[config.mk]
export PLATFORM = sky130hd
export DESIGN_NAME = hvn_arith
export DESIGN_NICKNAME = d
export VERILOG_FILES = /design/src/rtl/core/hvn_pkg.sv /design/src/rtl/core/hvn_arith.sv
export SDC_FILE = /design/constraint.sdc
export NUM_CORES = 1
export LEC_CHECK = 0
export BUFFER_PORTS_ARGS = -buffer_cell sky130_fd_sc_hd__buf_4
export CAP_MARGIN = 20
export CORE_ASPECT_RATIO = 2
export CORE_UTILIZATION = 46
export DETAILED_ROUTE_END_ITERATION = 8
export HOLD_SLACK_MARGIN = 0.12
export PLACE_DENSITY = 0.71
export SYNTH_ARGS = -nofsm -noshare
export SYNTH_HDL_FRONTEND = slang
export SYNTH_SLANG_ARGS = --single-unit
[constraint.sdc]
create_clock -name clk -period 8 [get_ports clk]
set_input_delay 0.4 -clock clk [delete_from_list [all_inputs] [get_ports clk]]
set_output_delay 0.4 -clock clk [all_outputs]
set_load 0.03 [all_outputs]
[src/rtl/core/hvn_pkg.sv]
`default_nettype none
package hvn_pkg;

	// Largest map side; the store is addressed as row * MAX_MAP_SIZE + column.
	localparam int MAX_MAP_SIZE = 64;
	localparam int COORD_W      = 6;
	localparam int ADDR_W       = 2 * COORD_W;
	localparam int STORE_DEPTH  = MAX_MAP_SIZE * MAX_MAP_SIZE;

	localparam int RAD_W  = 34;  // sum of three 16-bit squares
	localparam int ROOT_W = 31;  // floor(sqrt(sum * 2^28))
	localparam int NUM_W  = 45;  // (mag << 28) + root / 2
	localparam int QUOT_W = 16;

	typedef enum logic [1:0] {
		CFG_MAP_SIZE    = 2'd0,
		CFG_HORIZ_SCALE = 2'd1,
		CFG_VERT_SCALE  = 2'd2
	} cfg_index_t;

	typedef struct packed {
		logic [15:0]       mul_a;
		logic [15:0]       mul_b;
		logic              start_sqrt;
		logic              start_div;
		logic [RAD_W-1:0]  radicand;
		logic [NUM_W-1:0]  num;
		logic [ROOT_W-1:0] den;
	} arith_req_t;

	typedef struct packed {
		logic              busy;
		logic [31:0]       prod;
		logic [ROOT_W-1:0] root;
		logic [QUOT_W-1:0] quot;
	} arith_rsp_t;

endpackage
`default_nettype wire

[src/rtl/core/hvn_arith.sv]
`default_nettype none
module hvn_arith (
	input  wire logic                clk,
	input  wire logic                arst_n,
	input  wire hvn_pkg::arith_req_t req,
	output hvn_pkg::arith_rsp_t      rsp
);

	typedef enum logic [1:0] {
		M_IDLE,
		M_SQRT,
		M_DIV
	} mode_t;

	mode_t                       mode_q;
	logic [4:0]                  cnt_q;
	logic [32:0]                 rem_q;
	logic [hvn_pkg::ROOT_W-1:0]  res_q;
	logic [61:0]                 rad_q;
	logic [15:0]                 nlo_q;
	logic [hvn_pkg::ROOT_W-1:0]  den_q;
	logic [31:0]                 prod_q;

	logic [34:0] wa;
	logic [34:0] wb;
	logic [35:0] diff;
	logic        ge;
	logic [34:0] rem_n;

	// One subtract-compare serves both the root and the divide recurrences.
	always_comb begin
		if (mode_q == M_SQRT) begin
			wa = {rem_q, rad_q[61:60]};
			wb = {2'b00, res_q, 2'b01};
		end else begin
			wa = {1'b0, rem_q, nlo_q[15]};
			wb = {4'b0000, den_q};
		end
		diff  = {1'b0, wa} - {1'b0, wb};
		ge    = ~diff[35];
		rem_n = ge ? diff[34:0] : wa;
	end

	always_ff @(posedge clk) begin
		prod_q <= req.mul_a * req.mul_b;
	end

	always_ff @(posedge clk or negedge arst_n) begin
		if (!arst_n) begin
			mode_q <= M_IDLE;
			cnt_q  <= '0;
		end else begin
			unique case (mode_q)
				M_IDLE: begin
					if (req.start_sqrt) begin
						mode_q <= M_SQRT;
						cnt_q  <= 5'(hvn_pkg::ROOT_W - 1);
						rem_q  <= '0;
						res_q  <= '0;
						rad_q  <= {req.radicand, 28'b0};
					end else if (req.start_div) begin
						mode_q <= M_DIV;
						cnt_q  <= 5'(hvn_pkg::QUOT_W - 1);
						rem_q  <= {4'b0000, req.num[hvn_pkg::NUM_W-1:16]};
						nlo_q  <= req.num[15:0];
						den_q  <= req.den;
						res_q  <= '0;
					end
				end
				M_SQRT, M_DIV: begin
					rem_q <= rem_n[32:0];
					res_q <= {res_q[hvn_pkg::ROOT_W-2:0], ge};
					rad_q <= {rad_q[59:0], 2'b00};
					nlo_q <= {nlo_q[14:0], 1'b0};
					cnt_q <= cnt_q - 5'd1;
					if (cnt_q == 5'd0) begin
						mode_q <= M_IDLE;
					end
				end
				default: mode_q <= M_IDLE;
			endcase
		end
	end

	assign rsp.busy = (mode_q != M_IDLE);
	assign rsp.prod = prod_q;
	assign rsp.root = res_q;
	assign rsp.quot = res_q[hvn_pkg::QUOT_W-1:0];

endmodule
`default_nettype wire

==> metrics.cfg <==
[timing]
tightest_slew_ps = 1060
period_share_pct = 70.7
fin_crit_ps = 5650
setup_violations = 0
fin_tns_setup_ps = 0
fin_worst_skew_ps = 21.4
report.final.slew_viol_count = 0
setup_repair_after_global_routing_missed_its_margin = false
relSlewSlack_pct = 29.5
hold_viol_final = 0
fmax_mhz = 177

[global_route]
vias_in_the_first_global_route = 14639
number_of_antenna_violations_at_the_first_check_in_global_routing = 0
global_route.overflow_total = 0
grt_start_max_net_pins = 65
wire_length_of_the_first_global_routing_pass_um = 76000
aggregate_global_route_resource_usage_pct = 25.8

[setup_path]
start_kind = input pin
critPathCapture = prod_q[28]
worst-endpoint-required_ps = 8400
critPathMaxFanout = 16
critPathKind = in -> reg
worst_reg2reg_path_startpoint = mode_q[1]
setup_slack_on_the_worst_flop_to_flop_path_ps = 2550
critPathLaunch = req[141]
arrival_ps = 6050
reg2reg_depth = 15
crit_path_end_kind = register
worstReg2RegEnd = rem_q[14]

[floorplanning]
die_wd_um = 141
die_area_um2 = 39600
num_io_pins = 226
rows = 101
core_um2 = 38000
floorplan.initialDensity_pct = 46.9
dieHeight_um = 280

[finish]
synthToLayoutAreaGrowth_pct = 16.7
drive_above_1_share_pct = 18.9
layout.core_utilization_pct = 54.7
fillerInstances = 3359
n_antenna_cell = 0
regArea_um2 = 5170
final_design_area_no_fill_um2 = 20800
final_net_count = 2408
multi_input_comb_area_um2 = 11400

[placement]
place_area_um2 = 19900
port_buffers = 225
place.detailed.hpwl_um = 39800
gp_routability_congestion = 0.959

[clocking]
worst_setup_hold_path_clk_slew_ps = 90
tritoncts_num_sinks = 184
cts_tree = built
clock_insertion_delay_worst_skew_ps = 470
root_buffer = sky130_fd_sc_hd__clkbuf_16
cts.repair.resized = 0
cts_made_buffers = 17
htreeDepth = 4
clock_tree.buffer_depth = 2
post_cts.repair.setup_buffers = 0

[synthesis]
synthArstFlopShare_pct = 3.80
synth_edf_count = 145
yosys_warnings = 0
synth_top_area_cell = sky130_fd_sc_hd__edfxtp_1
synth_nets = 2207
synth_seq_area_share_pct = 29.0
synth-main-ff-cell = sky130_fd_sc_hd__edfxtp_1
synth_common_cells = sky130_fd_sc_hd__inv_1 (247), sky130_fd_sc_hd__nand2_1 (197), sky130_fd_sc_hd__fa_1 (195)
synth-seq-cells = 184
synth.lib_cells_used.distinct = 64
syn_avg_cell_area_um2 = 10.3
yosys.area.top_type_share_pct = 24.4
synthesis.area_um2 = 17800
ys_top_cells_by_area = sky130_fd_sc_hd__edfxtp_1 (24%), sky130_fd_sc_hd__fa_1 (22%), sky130_fd_sc_hd__ha_1 (10%)
synth_most_common_cell = sky130_fd_sc_hd__inv_1
synthCells = 1724

[job]
maxCapViolations = 0

[hold_path]
worst_hold_path_class = in -> reg

[run_status]
status = finished, final reports clean

[routing]
firstDrtPassIters = 5
finalWirelength_um = 49500
antenna_violating_nets_post_route = 0
drcViolationCount = 0
drt_first_iter_violations = 611
vias = 13206
vias_per_cell = 5.38
routed_wire_length_per_instance_um = 20.2

## layout by cell type, fill, tap and decap left out, drive strengths merged, types with 42 or more instances in the layout
cell type    n
nand2      198
fa         195
edfxtp     145
mux2i       42
buf        233
ha         142
mux2        81
and2       160
o21ai       60
a21oi       74
inv        254
## stage by stage
stage / hold slack, ps / setup slack, ps / cells
finish: 137 / 2350 / 2453
global route: 122 / 2060 / 2453
CTS: 124 / 2340 / 2451
detailed placement: 233 / 1860 / 2390
global placement: 233 / 1830 / 2390
floorplan: 104 / 2270 / 1724
## cells by family (layout without fill, tap and decap cells)
group	after synthesis	count (layout)	synth area share, %
mux	123	123	7.48
xor+xnor	58	58	2.85
flops	184	184	29.0
simple gates	468	468	13.2
buf+inv	329	543	7.42
fa+ha+maj	337	337	31.9
compound gates	225	225	8.19
## cell type report
class | instances | share of cell area [%]
clock buffers | 17 | 2.05
clock inverters | 15 | 0.927
inverters | 248 | 4.48
multi-input cells | 1211 | 54.7
flip-flops and latches | 184 | 24.9
well taps | 515 | 3.10
repair buffers | 263 | 9.87
## worst min-delay path by stage
stage,start,endpoint,slack (ps),cells after the start
6_report,req[21],den_q[21],140,1
5_1_grt,req[20],den_q[20],120,1
4_1_cts,req[13],den_q[13],120,1
3_5_place_dp,arst_n,mode_q[0],230,1
3_3_place_gp,arst_n,mode_q[0],230,1
2_1_floorplan,arst_n,cnt_q[0],100,0
## layer usage
metal | vias to the layer above | track usage [%] | part of all wire [%]
li1 | 6067 | - | -
met1 | 6611 | 21.5 | 30
met2 | 388 | 52.3 | 59
met3 | 140 | 3.69 | 3.8
met4 | 0 | 20.1 | 8.0
met5 | - | 0 | 0
## critical path, cell delays in order
cell                       delay (ps)
sky130_fd_sc_hd__buf_4            190
sky130_fd_sc_hd__and2_1           180
sky130_fd_sc_hd__fa_1             630
sky130_fd_sc_hd__inv_1             80
sky130_fd_sc_hd__fa_1             460
sky130_fd_sc_hd__fa_1             520
sky130_fd_sc_hd__inv_1             60
sky130_fd_sc_hd__fa_1             480
sky130_fd_sc_hd__fa_1             490
sky130_fd_sc_hd__inv_1             50
sky130_fd_sc_hd__fa_1             470
sky130_fd_sc_hd__inv_1             40
sky130_fd_sc_hd__ha_1             350
sky130_fd_sc_hd__a21o_1           190
sky130_fd_sc_hd__a21oi_1          140
sky130_fd_sc_hd__nor2b_1           70
sky130_fd_sc_hd__a311oi_1         170
sky130_fd_sc_hd__a21bo_2          320
sky130_fd_sc_hd__a22o_1           260
sky130_fd_sc_hd__o41ai_1          330
sky130_fd_sc_hd__xnor2_1          160
## registers in the layout (all words and copies together) (netlist names)
| register | count |
|---|---|
| den_q | 31 |
| rad_q | 34 |
| mode_q | 2 |
| cnt_q | 5 |
| nlo_q | 16 |
| prod_q | 32 |
| res_q | 31 |
| rem_q | 33 |
## what timing repair did
item                       CTS  global route
hold buffers                29             1
setup endpoints to repair    0             0
hold endpoints to repair    35             1
Power is left out: the tool's default activity adds up to more than one toggle a clock period on the data nets, which glitch-free logic cannot reach.
